==> src/rtl/pcrc_pkg.sv <==
// ----------------------------------------------------------------------------
// pcrc_pkg
// shared constants and types of the programmable crc generator / checker
// ----------------------------------------------------------------------------
package pcrc_pkg;

   // default for the largest supported crc width
   localparam int MAX_CRC_WIDTH_DEF = 32;

   // depth of the queue between front and back
   localparam int QUEUE_DEPTH = 4;

   // widths fixed by the register map
   localparam int POLY_W  = 32;
   localparam int LEN_W   = 6;
   localparam int CSR_IDX_W = 2;

   // register indexes
   localparam logic [CSR_IDX_W-1:0] CSR_GEN_POLY   = 2'd0;
   localparam logic [CSR_IDX_W-1:0] CSR_GEN_LENGTH = 2'd1;
   localparam logic [CSR_IDX_W-1:0] CSR_OP_MODE    = 2'd2;

   // register reset values
   localparam logic [POLY_W-1:0] GEN_POLY_RST   = 32'h0000_1021;
   localparam logic [LEN_W-1:0]  GEN_LENGTH_RST = 6'd17;

   // operating modes
   localparam logic MODE_GENERATE = 1'b0;
   localparam logic MODE_CHECK    = 1'b1;

   // what a queued entry expands into
   typedef enum logic [1:0] {
      KIND_ECHO    = 2'd0,   // echoed bit, frame continues
      KIND_GEN_END = 2'd1,   // echoed bit followed by the remainder bits
      KIND_CHECK   = 2'd2    // single pass/fail result
   } kind_type;

   typedef struct packed {
      kind_type kind;
      logic     data_bit;
      logic     frame_ok;
   } pcrc_ctl_type;

endpackage

==> src/rtl/programmable_crc_gen_check.sv <==
// ----------------------------------------------------------------------------
// programmable_crc_gen_check
// bit-serial crc generator and checker with a programmable generator
// ----------------------------------------------------------------------------
// One frame bit is taken per clock while req_full is low; the remainder update
// is a single masked shift-xor in the front part, so input never waits on the
// division itself. Results leave through a one-entry output register at one
// per clock while rsp_pop is high. In generate mode every bit gives one
// result, and the last bit gives 1 + W results (W = gen_length - 1, clamped
// to 1..MAX_CRC_WIDTH), so a frame end gives W extra results; a four-entry
// queue between front and back absorbs that, and req_full rises only when the
// queue is full because the result side is slower or stalled. In check mode
// only the frame's last bit gives a result. No clearing pass follows reset.
// ----------------------------------------------------------------------------
module programmable_crc_gen_check #(
   parameter int MAX_CRC_WIDTH = pcrc_pkg::MAX_CRC_WIDTH_DEF
) (
   input  logic                              clock,
   input  logic                              reset,
   // bit input
   input  logic                              req_push,
   output logic                              req_full,
   input  logic                              req_data_bit,
   input  logic                              req_frame_end,
   // results
   output logic                              rsp_empty,
   input  logic                              rsp_pop,
   output logic                              rsp_out_bit,
   output logic                              rsp_is_check_bit,
   output logic                              rsp_frame_ok,
   output logic                              rsp_run_last,
   // register writes
   input  logic                              csr_valid,
   output logic                              csr_ready,
   input  logic [pcrc_pkg::CSR_IDX_W-1:0]    csr_index,
   input  logic [pcrc_pkg::POLY_W-1:0]       csr_wdata
);

   localparam int WW = $clog2(MAX_CRC_WIDTH + 1);

   // configuration registers
   logic [pcrc_pkg::POLY_W-1:0] gen_poly_ff, gen_poly_in;
   logic [pcrc_pkg::LEN_W-1:0]  gen_length_ff, gen_length_in;
   logic                        op_mode_ff, op_mode_in;

   // front to queue
   logic                        accept;
   logic                        f_push;
   pcrc_pkg::pcrc_ctl_type      f_ctl;
   logic [MAX_CRC_WIDTH-1:0]    f_rem;
   logic [WW-1:0]               f_width;

   // queue to back
   pcrc_pkg::pcrc_ctl_type      b_ctl;
   logic [MAX_CRC_WIDTH-1:0]    b_rem;
   logic [WW-1:0]               b_width;
   logic                        q_empty;
   logic                        q_pop;
   logic                        q_full;

   // register writes are always taken
   assign csr_ready = 1'b1;

   always_comb begin
      gen_poly_in   = gen_poly_ff;
      gen_length_in = gen_length_ff;
      op_mode_in    = op_mode_ff;
      if (csr_valid && csr_ready) begin
         case (csr_index)
            pcrc_pkg::CSR_GEN_POLY:   gen_poly_in   = csr_wdata;
            pcrc_pkg::CSR_GEN_LENGTH: gen_length_in = csr_wdata[pcrc_pkg::LEN_W-1:0];
            pcrc_pkg::CSR_OP_MODE:    op_mode_in    = csr_wdata[0];
            default: begin
               // unmapped index, write is dropped
            end
         endcase
      end
   end

   always_ff @(posedge clock) begin
      if (reset) begin
         gen_poly_ff   <= pcrc_pkg::GEN_POLY_RST;
         gen_length_ff <= pcrc_pkg::GEN_LENGTH_RST;
         op_mode_ff    <= pcrc_pkg::MODE_GENERATE;
      end else begin
         gen_poly_ff   <= gen_poly_in;
         gen_length_ff <= gen_length_in;
         op_mode_ff    <= op_mode_in;
      end
   end

   // input transfer
   assign req_full = q_full;
   assign accept   = req_push && !req_full;

   // front: remainder update and classification
   pcrc_front #(
      .MAX_CRC_WIDTH (MAX_CRC_WIDTH)
   ) u_front (
      .clock      (clock),
      .reset      (reset),
      .accept     (accept),
      .data_bit   (req_data_bit),
      .frame_end  (req_frame_end),
      .gen_poly   (gen_poly_ff),
      .gen_length (gen_length_ff),
      .op_mode    (op_mode_ff),
      .q_push     (f_push),
      .q_ctl      (f_ctl),
      .q_rem      (f_rem),
      .q_width    (f_width)
   );

   // decoupling queue, also carries the remainder snapshot of a frame end
   pcrc_queue #(
      .MAX_CRC_WIDTH (MAX_CRC_WIDTH)
   ) u_queue (
      .clock    (clock),
      .reset    (reset),
      .wr_en    (f_push),
      .wr_ctl   (f_ctl),
      .wr_rem   (f_rem),
      .wr_width (f_width),
      .rd_en    (q_pop),
      .rd_ctl   (b_ctl),
      .rd_rem   (b_rem),
      .rd_width (b_width),
      .full     (q_full),
      .empty    (q_empty)
   );

   // back: serializes results into the output register
   pcrc_back #(
      .MAX_CRC_WIDTH (MAX_CRC_WIDTH)
   ) u_back (
      .clock            (clock),
      .reset            (reset),
      .q_ctl            (b_ctl),
      .q_rem            (b_rem),
      .q_width          (b_width),
      .q_empty          (q_empty),
      .q_pop            (q_pop),
      .rsp_pop          (rsp_pop),
      .rsp_empty        (rsp_empty),
      .rsp_out_bit      (rsp_out_bit),
      .rsp_is_check_bit (rsp_is_check_bit),
      .rsp_frame_ok     (rsp_frame_ok),
      .rsp_run_last     (rsp_run_last)
   );

endmodule

==> src/rtl/pcrc_front.sv <==
// ----------------------------------------------------------------------------
// pcrc_front
// remainder register, one shift-xor step per accepted bit, entry classification
// ----------------------------------------------------------------------------
module pcrc_front #(
   parameter int MAX_CRC_WIDTH = pcrc_pkg::MAX_CRC_WIDTH_DEF
) (
   input  logic                                   clock,
   input  logic                                   reset,
   input  logic                                   accept,
   input  logic                                   data_bit,
   input  logic                                   frame_end,
   input  logic [pcrc_pkg::POLY_W-1:0]            gen_poly,
   input  logic [pcrc_pkg::LEN_W-1:0]             gen_length,
   input  logic                                   op_mode,
   output logic                                   q_push,
   output pcrc_pkg::pcrc_ctl_type                 q_ctl,
   output logic [MAX_CRC_WIDTH-1:0]               q_rem,
   output logic [$clog2(MAX_CRC_WIDTH+1)-1:0]     q_width
);

   localparam int WW = $clog2(MAX_CRC_WIDTH + 1);
   localparam int IW = (MAX_CRC_WIDTH > 1) ? $clog2(MAX_CRC_WIDTH) : 1;
   localparam int PW = (MAX_CRC_WIDTH > pcrc_pkg::POLY_W) ? MAX_CRC_WIDTH : pcrc_pkg::POLY_W;
   localparam logic [6:0] LEN_TOP = 7'(MAX_CRC_WIDTH + 1);

   logic [MAX_CRC_WIDTH-1:0] rem_ff, rem_in;
   logic [MAX_CRC_WIDTH-1:0] mask;
   logic [MAX_CRC_WIDTH-1:0] poly_m;
   logic [MAX_CRC_WIDTH-1:0] rem_next;
   logic [PW-1:0]            poly_ext;
   logic [6:0]               len_ext;
   logic [6:0]               width_full;
   logic [WW-1:0]            width;
   logic [IW-1:0]            msb_idx;
   logic                     fb;

   // effective crc width, length clamped to the supported range
   always_comb begin
      len_ext = 7'(gen_length);
      if (len_ext < 7'd2) begin
         width_full = 7'd1;
      end else if (len_ext > LEN_TOP) begin
         width_full = LEN_TOP - 7'd1;
      end else begin
         width_full = len_ext - 7'd1;
      end
      width   = width_full[WW-1:0];
      msb_idx = IW'(width_full - 7'd1);
   end

   always_comb begin
      for (int i = 0; i < MAX_CRC_WIDTH; i++) begin
         mask[i] = (7'(i) < width_full);
      end
   end

   assign poly_ext = PW'(gen_poly);
   assign poly_m   = poly_ext[MAX_CRC_WIDTH-1:0] & mask;

   // shift-register form of the division step
   assign fb       = rem_ff[msb_idx] ^ data_bit;
   assign rem_next = ((rem_ff << 1) & mask) ^ (fb ? poly_m : '0);

   always_comb begin
      rem_in = rem_ff;
      if (accept) begin
         rem_in = frame_end ? '0 : rem_next;
      end
   end

   always_ff @(posedge clock) begin
      if (reset) begin
         rem_ff <= '0;
      end else begin
         rem_ff <= rem_in;
      end
   end

   // classify the bit into a queue entry
   always_comb begin
      q_ctl.data_bit = data_bit;
      q_ctl.frame_ok = (rem_next == '0);
      q_rem          = rem_next;
      q_width        = width;
      if (op_mode == pcrc_pkg::MODE_CHECK) begin
         q_ctl.kind = pcrc_pkg::KIND_CHECK;
         q_push     = accept && frame_end;
      end else begin
         q_ctl.kind = frame_end ? pcrc_pkg::KIND_GEN_END : pcrc_pkg::KIND_ECHO;
         q_push     = accept;
      end
   end

endmodule

==> src/rtl/pcrc_queue.sv <==
// ----------------------------------------------------------------------------
// pcrc_queue
// short fifo of classified entries between front and back
// ----------------------------------------------------------------------------
module pcrc_queue #(
   parameter int MAX_CRC_WIDTH = pcrc_pkg::MAX_CRC_WIDTH_DEF
) (
   input  logic                                   clock,
   input  logic                                   reset,
   input  logic                                   wr_en,
   input  pcrc_pkg::pcrc_ctl_type                 wr_ctl,
   input  logic [MAX_CRC_WIDTH-1:0]               wr_rem,
   input  logic [$clog2(MAX_CRC_WIDTH+1)-1:0]     wr_width,
   input  logic                                   rd_en,
   output pcrc_pkg::pcrc_ctl_type                 rd_ctl,
   output logic [MAX_CRC_WIDTH-1:0]               rd_rem,
   output logic [$clog2(MAX_CRC_WIDTH+1)-1:0]     rd_width,
   output logic                                   full,
   output logic                                   empty
);

   localparam int WW    = $clog2(MAX_CRC_WIDTH + 1);
   localparam int DEPTH = pcrc_pkg::QUEUE_DEPTH;
   localparam int AW    = $clog2(DEPTH);

   pcrc_pkg::pcrc_ctl_type   ctl_ff   [DEPTH];
   logic [MAX_CRC_WIDTH-1:0] rem_ff   [DEPTH];
   logic [WW-1:0]            width_ff [DEPTH];
   logic [AW-1:0]            wptr_ff, wptr_in;
   logic [AW-1:0]            rptr_ff, rptr_in;
   logic [AW:0]              count_ff, count_in;
   logic                     do_wr, do_rd;

   assign full  = (count_ff == (AW+1)'(DEPTH));
   assign empty = (count_ff == '0);
   assign do_wr = wr_en && !full;
   assign do_rd = rd_en && !empty;

   always_comb begin
      wptr_in  = do_wr ? wptr_ff + 1'b1 : wptr_ff;
      rptr_in  = do_rd ? rptr_ff + 1'b1 : rptr_ff;
      count_in = count_ff;
      if (do_wr && !do_rd) begin
         count_in = count_ff + 1'b1;
      end else if (do_rd && !do_wr) begin
         count_in = count_ff - 1'b1;
      end
   end

   always_ff @(posedge clock) begin
      if (reset) begin
         wptr_ff  <= '0;
         rptr_ff  <= '0;
         count_ff <= '0;
      end else begin
         wptr_ff  <= wptr_in;
         rptr_ff  <= rptr_in;
         count_ff <= count_in;
      end
   end

   always_ff @(posedge clock) begin
      if (do_wr) begin
         ctl_ff[wptr_ff]   <= wr_ctl;
         rem_ff[wptr_ff]   <= wr_rem;
         width_ff[wptr_ff] <= wr_width;
      end
   end

   assign rd_ctl   = ctl_ff[rptr_ff];
   assign rd_rem   = rem_ff[rptr_ff];
   assign rd_width = width_ff[rptr_ff];

endmodule

==> src/rtl/pcrc_back.sv <==
// ----------------------------------------------------------------------------
// pcrc_back
// expands queued entries into results and holds the result register
// ----------------------------------------------------------------------------
module pcrc_back #(
   parameter int MAX_CRC_WIDTH = pcrc_pkg::MAX_CRC_WIDTH_DEF
) (
   input  logic                                   clock,
   input  logic                                   reset,
   input  pcrc_pkg::pcrc_ctl_type                 q_ctl,
   input  logic [MAX_CRC_WIDTH-1:0]               q_rem,
   input  logic [$clog2(MAX_CRC_WIDTH+1)-1:0]     q_width,
   input  logic                                   q_empty,
   output logic                                   q_pop,
   input  logic                                   rsp_pop,
   output logic                                   rsp_empty,
   output logic                                   rsp_out_bit,
   output logic                                   rsp_is_check_bit,
   output logic                                   rsp_frame_ok,
   output logic                                   rsp_run_last
);

   localparam int WW = $clog2(MAX_CRC_WIDTH + 1);
   localparam int IW = (MAX_CRC_WIDTH > 1) ? $clog2(MAX_CRC_WIDTH) : 1;

   logic [MAX_CRC_WIDTH-1:0] sh_ff, sh_in;
   logic [WW-1:0]            cnt_ff, cnt_in;
   logic                     valid_ff, valid_in;
   logic                     bit_ff, bit_in;
   logic                     chk_ff, chk_in;
   logic                     ok_ff, ok_in;
   logic                     last_ff, last_in;
   logic                     load;
   logic [IW-1:0]            bit_idx;

   assign load    = !valid_ff || rsp_pop;
   assign bit_idx = IW'(cnt_ff - 1'b1);

   always_comb begin
      sh_in    = sh_ff;
      cnt_in   = cnt_ff;
      valid_in = valid_ff;
      bit_in   = bit_ff;
      chk_in   = chk_ff;
      ok_in    = ok_ff;
      last_in  = last_ff;
      q_pop    = 1'b0;
      if (load) begin
         if (cnt_ff != '0) begin
            // remainder bits, most significant first
            valid_in = 1'b1;
            bit_in   = sh_ff[bit_idx];
            chk_in   = 1'b1;
            ok_in    = 1'b0;
            last_in  = (cnt_ff == WW'(1));
            cnt_in   = cnt_ff - 1'b1;
         end else if (!q_empty) begin
            q_pop    = 1'b1;
            valid_in = 1'b1;
            case (q_ctl.kind)
               pcrc_pkg::KIND_ECHO: begin
                  bit_in  = q_ctl.data_bit;
                  chk_in  = 1'b0;
                  ok_in   = 1'b0;
                  last_in = 1'b1;
               end
               pcrc_pkg::KIND_GEN_END: begin
                  bit_in  = q_ctl.data_bit;
                  chk_in  = 1'b0;
                  ok_in   = 1'b0;
                  last_in = 1'b0;
                  sh_in   = q_rem;
                  cnt_in  = q_width;
               end
               pcrc_pkg::KIND_CHECK: begin
                  bit_in  = 1'b0;
                  chk_in  = 1'b0;
                  ok_in   = q_ctl.frame_ok;
                  last_in = 1'b1;
               end
               default: begin
                  valid_in = 1'b0;
               end
            endcase
         end else begin
            valid_in = 1'b0;
         end
      end
   end

   always_ff @(posedge clock) begin
      if (reset) begin
         valid_ff <= 1'b0;
         cnt_ff   <= '0;
      end else begin
         valid_ff <= valid_in;
         cnt_ff   <= cnt_in;
      end
   end

   always_ff @(posedge clock) begin
      sh_ff   <= sh_in;
      bit_ff  <= bit_in;
      chk_ff  <= chk_in;
      ok_ff   <= ok_in;
      last_ff <= last_in;
   end

   assign rsp_empty        = !valid_ff;
   assign rsp_out_bit      = bit_ff;
   assign rsp_is_check_bit = chk_ff;
   assign rsp_frame_ok     = ok_ff;
   assign rsp_run_last     = last_ff;

endmodule

==> config.mk <==
export PLATFORM = sky130hd
export DESIGN_NAME = programmable_crc_gen_check
export DESIGN_NICKNAME = d
export VERILOG_FILES = /design/src/rtl/pcrc_pkg.sv /design/src/rtl/programmable_crc_gen_check.sv /design/src/rtl/pcrc_front.sv /design/src/rtl/pcrc_queue.sv /design/src/rtl/pcrc_back.sv
export SDC_FILE = /design/constraint.sdc
export NUM_CORES = 1
export LEC_CHECK = 0
export BUFFER_PORTS_ARGS = -buffer_cell sky130_fd_sc_hd__buf_4
export CORE_ASPECT_RATIO = 0.5
export CORE_MARGIN = 8
export CORE_UTILIZATION = 45
export DETAILED_ROUTE_END_ITERATION = 8
export PLACE_DENSITY_LB_ADDON = 0.15
export REMOVE_ABC_BUFFERS = 1
export SLEW_MARGIN = 10
export SYNTH_ARGS = -nofsm -noshare
export SYNTH_HDL_FRONTEND = slang
export SYNTH_SLANG_ARGS = --single-unit
export TNS_END_PERCENT = 50
==> constraint.sdc <==
create_clock -name clock -period 14.1 [get_ports clock]
set_clock_uncertainty 0.05 [all_clocks]
set_input_delay 2.82 -clock clock [delete_from_list [all_inputs] [get_ports clock]]
set_output_delay 2.82 -clock clock [all_outputs]
set_load 0.005 [all_outputs]
Word level (Yosys, flattened, before mapping):

Memories as Yosys holds them, arrays and structs flattened. A register that Yosys moved wholly into a read port is not among the register bits.
Index checks and enable logic that the tools add are counted.

* bitwise operators: 6
* $add $sub $neg: 7
* reductions and logical operators: 33
* multiplexer cells: 38
* equal/unequal tests: 7
* order comparisons: 36

Operators by type and width (number)
* 5-bit by 7-bit less-than comparator with 1-bit output (first input constant): 16
* 32-bit bitwise AND: 2
* 32-bit two-way mux: 2
* 4-bit by 7-bit less-than comparator with 1-bit output (first input constant): 8
* 32-bit zero test: 1
* 32-bit bitwise XOR: 1
* 3-bit by 7-bit less-than comparator with 1-bit output (first input constant): 4
* 1-bit two-way mux: 19
* 6-bit two-way mux: 3
* 1-bit by 7-bit less-than comparator with 1-bit output (first input constant): 2
* 2-bit by 7-bit less-than comparator with 1-bit output (first input constant): 2
* 7-bit two-way mux: 2
* 5-bit by 6-bit less-than comparator with 1-bit output (second input constant): 2
* 3-bit AND reduction: 4
* 1-bit binary-select mux with 5-bit select: 2
* 2-bit two-way mux: 5
* 6-bit by 1-bit subtractor with 7-bit output (second input constant): 1
* 6-bit by 1-bit == test with 1-bit output (second input constant): 1
* 6-bit > comparator (second input constant): 1
* 1-bit logical AND: 6
* 6-bit by 2-bit less-than comparator with 1-bit output (second input constant): 1
* 3-bit two-way mux: 2
* 1-bit case mux with 2 select lines: 3
* 2-bit AND reduction: 3
* 21 further kinds: 34

* output and inout port bits: 7
* memories kept: 3
* bits in writable memories: 168
* word-level logic and storage cells: 143
* register bits: 89

Memory list
* u_queue.rem_ff: depth 4, width 32, read ports 1, clocked after Yosys merged registers in 1, wr ports 1, RTL line pcrc_queue.sv:27 `logic [MAX_CRC_WIDTH-1:0] rem_ff [DEPTH];`
* u_queue.width_ff: depth 4, width 6, read ports 1, clocked after Yosys merged registers in 1, wr ports 1, RTL line pcrc_queue.sv:28 `logic [WW-1:0] width_ff [DEPTH];`
* u_queue.ctl_ff: depth 4, width 4, read ports 1, clocked after Yosys merged registers in 1, wr ports 1, RTL line pcrc_queue.sv:26 `pcrc_pkg::pcrc_ctl_type ctl_ff [DEPTH];`

Longest topological paths before layout:

Gate-level depths: netlist of run 1.

* depth in word-level cells: 10
* gate-level depth with buffers: 22
* mapped depth without buffers: 18

Hierarchy:

A second synthesis of run 1 with hierarchy kept.

* cell total of the unflattened synthesis: 1062
* area, all modules: 13735.7 µm²

Modules (own cells, without submodules)
* pcrc_queue: times used 1, area an instance 6581.3 µm², seq. area each 5225.0 µm², cells each 268
* pcrc_front: times used 1, area an instance 3354.5 µm², seq. area each 640.6 µm², cells each 485
* pcrc_back: times used 1, area an instance 2039.5 µm², seq. area each 1221.2 µm², cells each 139
* programmable_crc_gen_check: times used 1, area an instance 1760.4 µm², seq. area each 780.7 µm², cells each 170

Least setup slack after synthesis of run 1:

OpenSTA, ideal clock, no wires.

* kind: input -> register
* start: input port rsp_pop
* end: register u_back.sh_ff[0] (read register of u_queue.rem_ff), enable pin
* buffers on the path: 0
* setup slack: 8.425 ns
* data arrival time: 5.164 ns
* required time: 13.589 ns
* stages on the path: 2
* cells stage by stage: nor2_1 nor3_1

* word-level cells in the longest chain between the ends: 2

Ends and longest elaborated chain
* from (decl): RTL line programmable_crc_gen_check.sv:27 `input logic rsp_pop,`
* 1-bit logical OR: RTL line pcrc_back.sv:36 `assign load = !valid_ff || rsp_pop;`
* 4-bit AND reduction (no line)
* to (decl): RTL line pcrc_back.sv:26 `logic [MAX_CRC_WIDTH-1:0] sh_ff, sh_in;`

No other way between the ends.
A chain may end at the register's enable or synchronous reset.

==> results of run 1 <==
## critical path, cell delays in order (launching register included)
cell      delay (ns)
dfxtp_1         0.66
inv_1           0.13
ha_1            0.37
nor2_1          0.25
o21a_1          0.32
a21oi_2         0.13
inv_2           0.20
ha_1            0.64
a211oi_2        0.13
nor2_2          0.26
mux4_1          0.64
o211ai_1        0.24
a41o_1          0.74
nand2_1         0.33
or3_1           0.40
a21oi_1         0.51
nor4_1          0.14
and4b_1         0.24
## cells by family (layout without fill, tap and decap cells)
group	count (synthesis)	after routing	synth area share
adders and majority gates	11	11	0.01125
and+or+nand+nor	307	307	0.1135
xor gates and xnor gates	25	25	0.01697
DFF	291	291	0.6097
buffers and inverters	90	141	0.02812
AOI/OAI and AO/OA	186	186	0.09803
other	1	1	0.0002906
muxes	83	83	0.1221
## worst max path at each step
stage / startpoint / to / slack [ns] / cells after the start
CTS: gen_length_ff[0]$_SDFFE_PP1P_ / u_queue.ctl_ff[0][0]$_DFFE_PP_ / 7.55 / 17
detailed placement: gen_length_ff[0]$_SDFFE_PP1P_ / u_queue.ctl_ff[0][0]$_DFFE_PP_ / 7.55 / 17
global placement: gen_length_ff[0]$_SDFFE_PP1P_ / u_queue.ctl_ff[0][0]$_DFFE_PP_ / 7.84 / 17
global route: gen_length_ff[0]$_SDFFE_PP1P_ / u_queue.ctl_ff[0][0]$_DFFE_PP_ / 6.92 / 17
floorplan: rsp_pop / u_back.sh_ff[0]$_DFFE_PP_ / 8.42 / 2
finish: gen_length_ff[0]$_SDFFE_PP1P_ / u_queue.ctl_ff[0][0]$_DFFE_PP_ / 7.43 / 17
## cell usage in the layout (no fill, tap or decap), types with 10 or more instances in the layout
cell type	netlist	layout
edfxtp_1	204	204
nand2_1	106	106
dfxtp_1	87	86
nor2_1	86	85
a21oi_1	71	71
buf_4	1	59
mux4_2	57	57
inv_1	30	30
clkbuf_16	0	27
a22oi_1	25	25
o21ai_0	23	23
and3_1	20	20
mux2i_1	19	19
xor2_1	14	14
nand3_1	12	12
or3_1	11	11
xnor2_1	11	11
nor3_1	12	10
ha_1	10	10
## sequential cells by signal, indices dropped and copies added (netlist names), 6 cells and up, named ones only
register / count
u_front.rem_ff: 32
u_back.sh_ff: 32
gen_length_ff: 6
u_queue.width_ff: 24
gen_poly_ff: 32
u_queue.rem_ff: 128
u_back.cnt_ff: 6
u_queue.ctl_ff: 16
## Yosys cell counts (8+ instances only)
master,instances
edfxtp_1,204
nand2_1,106
dfxtp_1,87
nor2_1,86
a21oi_1,71
mux4_2,57
clkbuf_1,43
inv_1,30
a22oi_1,25
o21ai_0,23
and3_1,20
mux2i_1,19
xor2_1,14
nand3_1,12
nor3_1,12
and2_1,11
or3_1,11
xnor2_1,11
ha_1,10
nand3b_1,8
nor2b_1,8
## stage by stage
stage                       util  hold WS [ns]  std cells  worst slack (ns)  power, mW
final                     0.5207        0.4065       1427             7.434      2.420
after detailed placement  0.4873        0.4020       1377             7.548      1.676
after floorplan                -        0.3758        936             8.425      1.487
after global placement    0.4873        0.3989       1377             7.839      1.663
after global routing      0.5207        0.4392       1427             6.921      2.541
after CTS                 0.5207        0.4110       1427             7.551      2.447
## layout make-up
cell class	count	share of cell area
Clock buffer	32	0.04776
Clock inverter	18	0.01644
Sequential cell	291	0.5412
Timing Repair Buffer	59	0.03046
Multi-Input combinational cell	613	0.3230
Tap cell	382	0.03287
Inverter	32	0.008261
## routing by layer
layer  vias to the layer above  GRT usage
met5                         -          0
met4                         0    0.03617
met3                        40    0.03533
met2                       277     0.2726
met1                      4118     0.2716
li1                       3789          -
## power breakdown
group	internal (mW)	leakage (nW)	switching, mW
clock	0.449	0.456	0.324
sequential	1.04	2.64	0.0521
combinational	0.246	2.03	0.308
total	1.74	5.12	0.684
==> reports/metrics.yaml, run 1 <==
cts_buffer_depth: 3
yosysTopAreaCellShare: 0.4747
worst_pin_slew_ns: 0.9773
m1WireLength_mm: 15.46
track_usage: 0.1814
antenna_found_initial: 1
grt_pass1_vias: 8062
core_area_um2: 27920
final_area_um2: 14540
min_period_over_period: 0.4728
slew_viol_final: 0
synthFlopType: "edfxtp_1"
die_w_um: 255.5
grt_max_degree: 87
multi_input_area_um2: 4697
numCtsBuffers: 27
rows: 43
reg2reg_slack_ns: 7.43
die_h_um: 135.7
r2r_end: "u_queue.ctl_ff[0][0]$_DFFE_PP_"
arrival_ns: 6.92
cp-end-kind: "flip-flop"
fill_cells: 2367
final_nets: 1076
overflow: 0
cts_tree: "built"
r2r_cells: 17
rsz0062_at_grt: "false"
reg2reg_from: "gen_length_ff[0]$_SDFFE_PP1P_"
crit_fanout: 26
wl_met3_mm: 2.133
seq_area_um2: 7869
dr.first_iter.drc_count: 840
setup_viol: 0
postPlaceCellArea_um2: 13610
cap_viol_max_count: 0
wl_met2_mm: 13.69
ys_seq_elements: 291
avgRoutedWirePerCell_um: 22.28
hold_violations: 0
final.setup.tns_ns: 0
grt_pass1_wl_mm: 48.73
power_leakage_nw: 5.122
ys_types: 81
syn_area_um2: 12900
syn_inst: 994
vdd_drop_max_mv: 0.09841
cp.required_ns: 14.35
start_kind: "flip-flop"
outcome: "finished, final reports clean"
period_needed_ns: 6.666
h-tree-depth: 1
area_delta_synth_final_pct: 12.68
hp-class: "reg2reg"
hpwlAfterDp_mm: 21.16
final_antenna_net_count: 0
diodes: 0
async_reset_ff_frac: 0
clk_pin_slew_ns: 0.06
cts_setup_buffers: 0
yosysSeqAreaShare: 0.6097
ios: 48
max-slew-margin-rel: 0.3485
cts_hold_buffers: 0
clkSinkCount: 291
synthTopCellsByArea: "edfxtp_1 (47%), dfxtp_1 (13%), mux4_2 (9.9%)"
die_area_um2: 34680
syn_avg_cell_area_um2: 12.98
ys_warn_count: 0
firstDrtPassIters: 5
hold_depth: 2
synth_area_leader_cell: "edfxtp_1"
timing.fmax_mhz: 150.0
port_buffers: 46
gp_congestion: 0.8608
routed-via-count: 8224
worstHoldStart: "gen_poly_ff[13]$_SDFFE_PP0P_"
min_to: "gen_poly_ff[13]$_SDFFE_PP0P_"
drive_gt1_frac: 0.1837
root_buffer: "clkbuf_16"
power_density_nw_per_um2: 166.4
start_util: 0.4621
drcViolationCount: 0
wl_mm: 31.80
viasPerCell: 5.763
synth-edff-count: 204
cts_resized: 0
top_layer: "met4"
clk_latency_ns: 0.56
crit_type: "reg2reg"
Power figures use the tool's default switching activity.
==> run 2: changes to the inputs <==
==> constraint.sdc (replaced) <==
create_clock -name clock -period 6.2 [get_ports clock]
set_clock_uncertainty 0.05 [all_clocks]
set_input_delay 1.24 -clock clock [delete_from_list [all_inputs] [get_ports clock]]
set_output_delay 1.24 -clock clock [all_outputs]
set_load 0.005 [all_outputs]
==> run 2 against run 1 <==
  * Count of clock-buffer cells in the layout is 3 higher
  * Die area stayed put
  * Largest cell class unchanged
  * Clock power is 130% higher
  * Worst hold slack better by 0.0076 ns
  * Flip-flop and latch count stayed put
  * Via count is 0.17% higher
  * Combinational power is 130% higher
  * First-iteration DRC count is 24% lower
  * Global-route usage is 0.37 points higher
==> reports/metrics.yaml, run 2 (synthesized netlist as in run 1, its figures left out) <==
die_area_um2: 34680
grt_max_degree: 87
path_cells: "inv_1 -> ha_1 -> nor2_1 -> o21a_1 -> or3_1 -> ha_1 -> buf_4 -> mux4_2 -> nand2b_1 -> a21oi_1 -> nor3b_1 -> o211a_1 -> a2111o_1 -> buf_4 -> and3_1 -> mux2_2 -> a2111oi_2 -> nand4_1 -> and4b_1"
cts_setup_buffers: 0
slowest_delay_ns: 0.52
whs_ns: 0.4141
min_period_over_period: 0.9350
h-tree-depth: 1
start_kind: "flip-flop"
setup_viol: 0
reg2reg_slack_ns: 0.40
port_buffers: 46
cts_tree: "built"
clk_pin_slew_ns: 0.07
hold_violations: 0
max-slew-margin-rel: 0.3493
timing.fmax_mhz: 172.5
cp.required_ns: 6.56
power_leakage_nw: 5.231
power_density_nw_per_um2: 376.6
area_delta_synth_final_pct: 14.06
final_common_cell: "edfxtp_1"
avgRoutedWirePerCell_um: 22.33
diodes: 0
routed-via-count: 8238
hp-class: "reg2reg"
final_cell_mix: "edfxtp_1 (204), nand2_1 (106), dfxtp_1 (86), nor2_1 (85), buf_4 (78)"
grt_pass1_wl_mm: 49.67
top_register: "u_queue.rem_ff"
postPlaceCellArea_um2: 13750
post-place-ws_ns: 0.2938
gp_congestion: 0.9357
final.setup.tns_ns: 0
cts_resized: 0
antenna_found_initial: 0
cp-end-kind: "flip-flop"
crit_fanout: 25
clk_latency_ns: 0.56
finalWorstSetupSlack_ns: 0.4030
crit_type: "reg2reg"
slew_viol_final: 0
power_mw: 5.543
largest_reg_flops: 128
rsz0062_at_grt: "false"
fill_cells: 2394
root_buffer: "clkbuf_16"
period_needed_ns: 5.797
dr.first_iter.drc_count: 635
final_antenna_net_count: 0
start_util: 0.4621
vdd_drop_max_mv: 0.2049
ios: 48
core_area_um2: 27920
cpMaxStageDelayCell: "ha_1"
drcViolationCount: 0
track_usage: 0.1851
viasPerCell: 5.697
hpwlAfterDp_mm: 22.18
worst_pin_slew_ns: 0.9708
cts_buffer_depth: 3
drive_gt1_frac: 0.2039
rows: 43
firstDrtPassIters: 5
final_area_um2: 14720
clkSinkCount: 291
die_h_um: 135.7
grt_pass1_vias: 7941
wl_mm: 32.29
final_nets: 1095
die_w_um: 255.5
arrival_ns: 6.15
cts_hold_buffers: 0
numCtsBuffers: 27
cap_viol_max_count: 0
outcome: "finished, final reports clean"
overflow: 0
[run 2: worst max-delay path: cells and delay by family, from the launching register on]
kind | cells | cell delay (ns)
AO/OA/AOI/OAI | 5 | 1.33
adder cells (fa/ha/maj) | 2 | 0.90
buffers and inverters | 3 | 0.57
flip-flops | 1 | 0.39
multiplexers | 2 | 0.84
AND/OR/NAND/NOR | 7 | 1.56
[run 2: per-stage QoR]
| step | std cells | utilization |
|---|---|---|
| 2_1_floorplan | 936 | - |
| 3_3_place_gp | 1396 | 0.4924 |
| 3_5_place_dp | 1396 | 0.4924 |
| 4_1_cts | 1446 | 0.5268 |
| 5_1_grt | 1446 | 0.5271 |
| 6_report | 1446 | 0.5271 |
[run 2: per-layer routing]
metal	up-vias	wire length, um	part of all wire	track usage
met2	232	14000	0.43	0.2785
met4	0	472	0.015	0.03177
met1	4136	15360	0.48	0.2736
met3	44	2452	0.076	0.04444
met5	-	0	0	0
li1	3826	-	-	-
[run 2: area by class of cell]
cell class                 instances  area (um2)  area share
clock buffer                      35       747.0     0.05075
sequential                       291        7869      0.5346
inverter                          32       120.1    0.008161
tap                              382       478.0     0.03247
multi-input combinational        613        4705      0.3196
clock inverter                    15       214.0     0.01454
timing repair buffer              78       585.6     0.03979
[run 2: final timing paths]
path | startpoint | end | depth (start not counted)
worst min-delay path | gen_poly_ff[28]$_SDFFE_PP0P_ | gen_poly_ff[28]$_SDFFE_PP0P_ | 2
worst min register to register | gen_poly_ff[28]$_SDFFE_PP0P_ | gen_poly_ff[28]$_SDFFE_PP0P_ | 2
worst max-delay path | gen_length_ff[1]$_SDFFE_PP0P_ | u_queue.ctl_ff[0][0]$_DFFE_PP_ | 19
worst max register to register | gen_length_ff[1]$_SDFFE_PP0P_ | u_queue.ctl_ff[0][0]$_DFFE_PP_ | 19
[run 2: where the power goes]
part | leakage (nW) | internal (mW) | switching, mW
Clock | 0.469 | 1.03 | 0.751
Combinational | 2.12 | 0.578 | 0.696
Sequential | 2.64 | 2.37 | 0.119
==> run 3: changes to the inputs <==
--- a/config.mk
+++ b/config.mk
@@ -8,7 +8,7 @@
 export BUFFER_PORTS_ARGS = -buffer_cell sky130_fd_sc_hd__buf_4
 export CORE_ASPECT_RATIO = 0.5
 export CORE_MARGIN = 8
-export CORE_UTILIZATION = 45
+export CORE_UTILIZATION = 55
 export DETAILED_ROUTE_END_ITERATION = 8
 export PLACE_DENSITY_LB_ADDON = 0.15
 export REMOVE_ABC_BUFFERS = 1
==> run 3 against run 2 <==
  * Cell count shrank 5.8%
  * Wire length shrank 2.3%
  * Power shrank 3.3%
  * Sequential share of layout area grew 1.0 points
  * Sequential power is essentially flat
  * Count of clock-buffer cells in the layout grew 2
  * First-iteration DRC count grew 34%
  * Worst setup slack lost 0.11 ns
  * Highest routed layer unchanged
==> reports/metrics.yaml, run 3 (synthesized netlist as in run 1, its figures left out) <==
start_util: 0.5626
hold_depth: 2
setup_viol: 0
viasPerCell: 6.104
slew_viol_final: 0
grt_pass1_vias: 8084
grt_max_degree: 87
crit_fanout: 26
routed-via-count: 8313
hold_violations: 0
cp-end-kind: "flip-flop"
r2r_end: "u_queue.ctl_ff[2][0]$_DFFE_PP_"
reg2reg_slack_ns: 0.30
die_w_um: 232.6
wl_mm: 31.55
area_delta_synth_final_pct: 11.96
clk_latency_ns: 0.55
r2r_cells: 16
power_mw: 5.357
grt_pass1_wl_mm: 48.24
drive_gt1_frac: 0.1934
avgRoutedWirePerCell_um: 23.16
vdd_drop_max_mv: 0.3563
rows: 39
finalWorstSetupSlack_ns: 0.2978
firstDrtPassIters: 6
min_period_over_period: 0.9520
power_leakage_nw: 5.133
arrival_ns: 6.25
final.setup.tns_ns: 0
ios: 48
cp.required_ns: 6.55
cts_buffer_depth: 3
timing.fmax_mhz: 169.4
power_density_nw_per_um2: 370.9
clkSinkCount: 291
crit_type: "reg2reg"
cts_tree: "built"
utilization: 0.6299
reg2reg_from: "gen_length_ff[3]$_SDFFE_PP0P_"
worst_pin_slew_ns: 1.281
top_register: "u_queue.rem_ff"
max-slew-margin-rel: 0.1439
cts_hold_buffers: 0
period_needed_ns: 5.902
worstHoldStart: "gen_poly_ff[27]$_SDFFE_PP0P_"
diodes: 0
overflow: 0
root_buffer: "clkbuf_16"
drcViolationCount: 0
clk_pin_slew_ns: 0.07
h-tree-depth: 1
min_to: "gen_poly_ff[27]$_SDFFE_PP0P_"
largest_reg_flops: 128
numCtsBuffers: 25
outcome: "finished, final reports clean"
die_h_um: 124.3
cap_viol_max_count: 0
gp_congestion: 0.9527
start_kind: "flip-flop"
final_antenna_net_count: 0
rsz0062_at_grt: "false"
port_buffers: 46
hp-class: "reg2reg"
post-place-ws_ns: 0.2582
core_area_um2: 22930
antenna_found_initial: 0
dr.first_iter.drc_count: 850
final_common_cell: "edfxtp_1"
final_nets: 1088
final_cell_mix: "edfxtp_1 (204), nand2_1 (106), dfxtp_1 (86), nor2_1 (85), buf_4 (73)"
die_area_um2: 28920
track_usage: 0.2149
hpwlAfterDp_mm: 21.04
==> run 3: changes by cell type in the layout (fill, tap and decap cells not counted), sizes merged <==
| cell | previous run | this run |
|---|---|---|
| inv | 34 | 33 |
| clkbuf | 35 | 37 |
| clkinv | 8 | 5 |
| bufinv | 4 | 2 |
| buf | 78 | 73 |
==> run 3: report_power, final <==
| group | switching (mW) | internal, mW | leakage [nW] |
|---|---|---|---|
| combinational | 0.698 | 0.574 | 2.09 |
| sequential | 0.125 | 2.37 | 2.64 |
| clock | 0.705 | 0.888 | 0.402 |
==> run 3: how the worst max path moves through the flow <==
stage | startpoint | endpoint | slack [ns] | cells after the start
2_1_floorplan | gen_length_ff[0]$_SDFFE_PP1P_ | u_queue.ctl_ff[0][0]$_DFFE_PP_ | 0.84 | 17
3_3_place_gp | gen_length_ff[3]$_SDFFE_PP0P_ | u_queue.ctl_ff[0][0]$_DFFE_PP_ | 0.45 | 15
3_5_place_dp | gen_length_ff[3]$_SDFFE_PP0P_ | u_queue.ctl_ff[0][0]$_DFFE_PP_ | 0.26 | 15
4_1_cts | gen_length_ff[3]$_SDFFE_PP0P_ | u_queue.ctl_ff[0][0]$_DFFE_PP_ | 0.23 | 15
5_1_grt | gen_length_ff[3]$_SDFFE_PP0P_ | u_queue.ctl_ff[3][0]$_DFFE_PP_ | 0.08 | 16
6_report | gen_length_ff[3]$_SDFFE_PP0P_ | u_queue.ctl_ff[2][0]$_DFFE_PP_ | 0.30 | 16
==> run 3: area by class of cell <==
type | instances | area [um2]
inverter | 32 | 120.1
multi-input combinational | 613 | 4697
tap | 307 | 384.1
sequential | 291 | 7869
clock buffer | 37 | 710.7
timing repair buffer | 73 | 548.0
clock inverter | 9 | 117.6
fill | 1780 | 8488
==> run 3: critical path: stages (launching register included) <==
cell and delay, ns:
dfxtp_1 0.45, or4_4 0.56, or2_1 0.37, a21oi_2 0.37, inv_2 0.18, ha_2 0.43, buf_4 0.19, mux4_2 0.50
o22a_1 0.21, a2bb2oi_1 0.14, o211a_1 0.17, a2111o_2 0.55, and3_1 0.28, mux2_2 0.34, a2111oi_2 0.37, nand4_1 0.22
and4b_1 0.36
==> run 3: per-stage QoR <==
stage	hold slack, ns	cell area (um2)	cells
after floorplan	0.3758	12660	936
after global placement	0.3969	13610	1316
after detailed placement	0.4021	13610	1316
after CTS	0.4118	14440	1362
after global routing	0.4323	14450	1362
final	0.4123	14450	1362
==> run 3: repair_timing <==
action / 4_1_cts / 5_1_grt
gates resized for setup: 0 / 3
setup buffers: 0 / 0
hold endpoints to repair: 0 / 0
setup endpoints to repair: 0 / 4
==> run 3: per-layer routing <==
| layer | GRT usage | vias up | part of all wire |
|---|---|---|---|
| met4 | 0.03736 | 0 | 0.016 |
| met5 | 0 | - | 0 |
| met2 | 0.3222 | 370 | 0.43 |
| met3 | 0.05207 | 36 | 0.11 |
| li1 | - | 3804 | - |
| met1 | 0.3181 | 4103 | 0.44 |
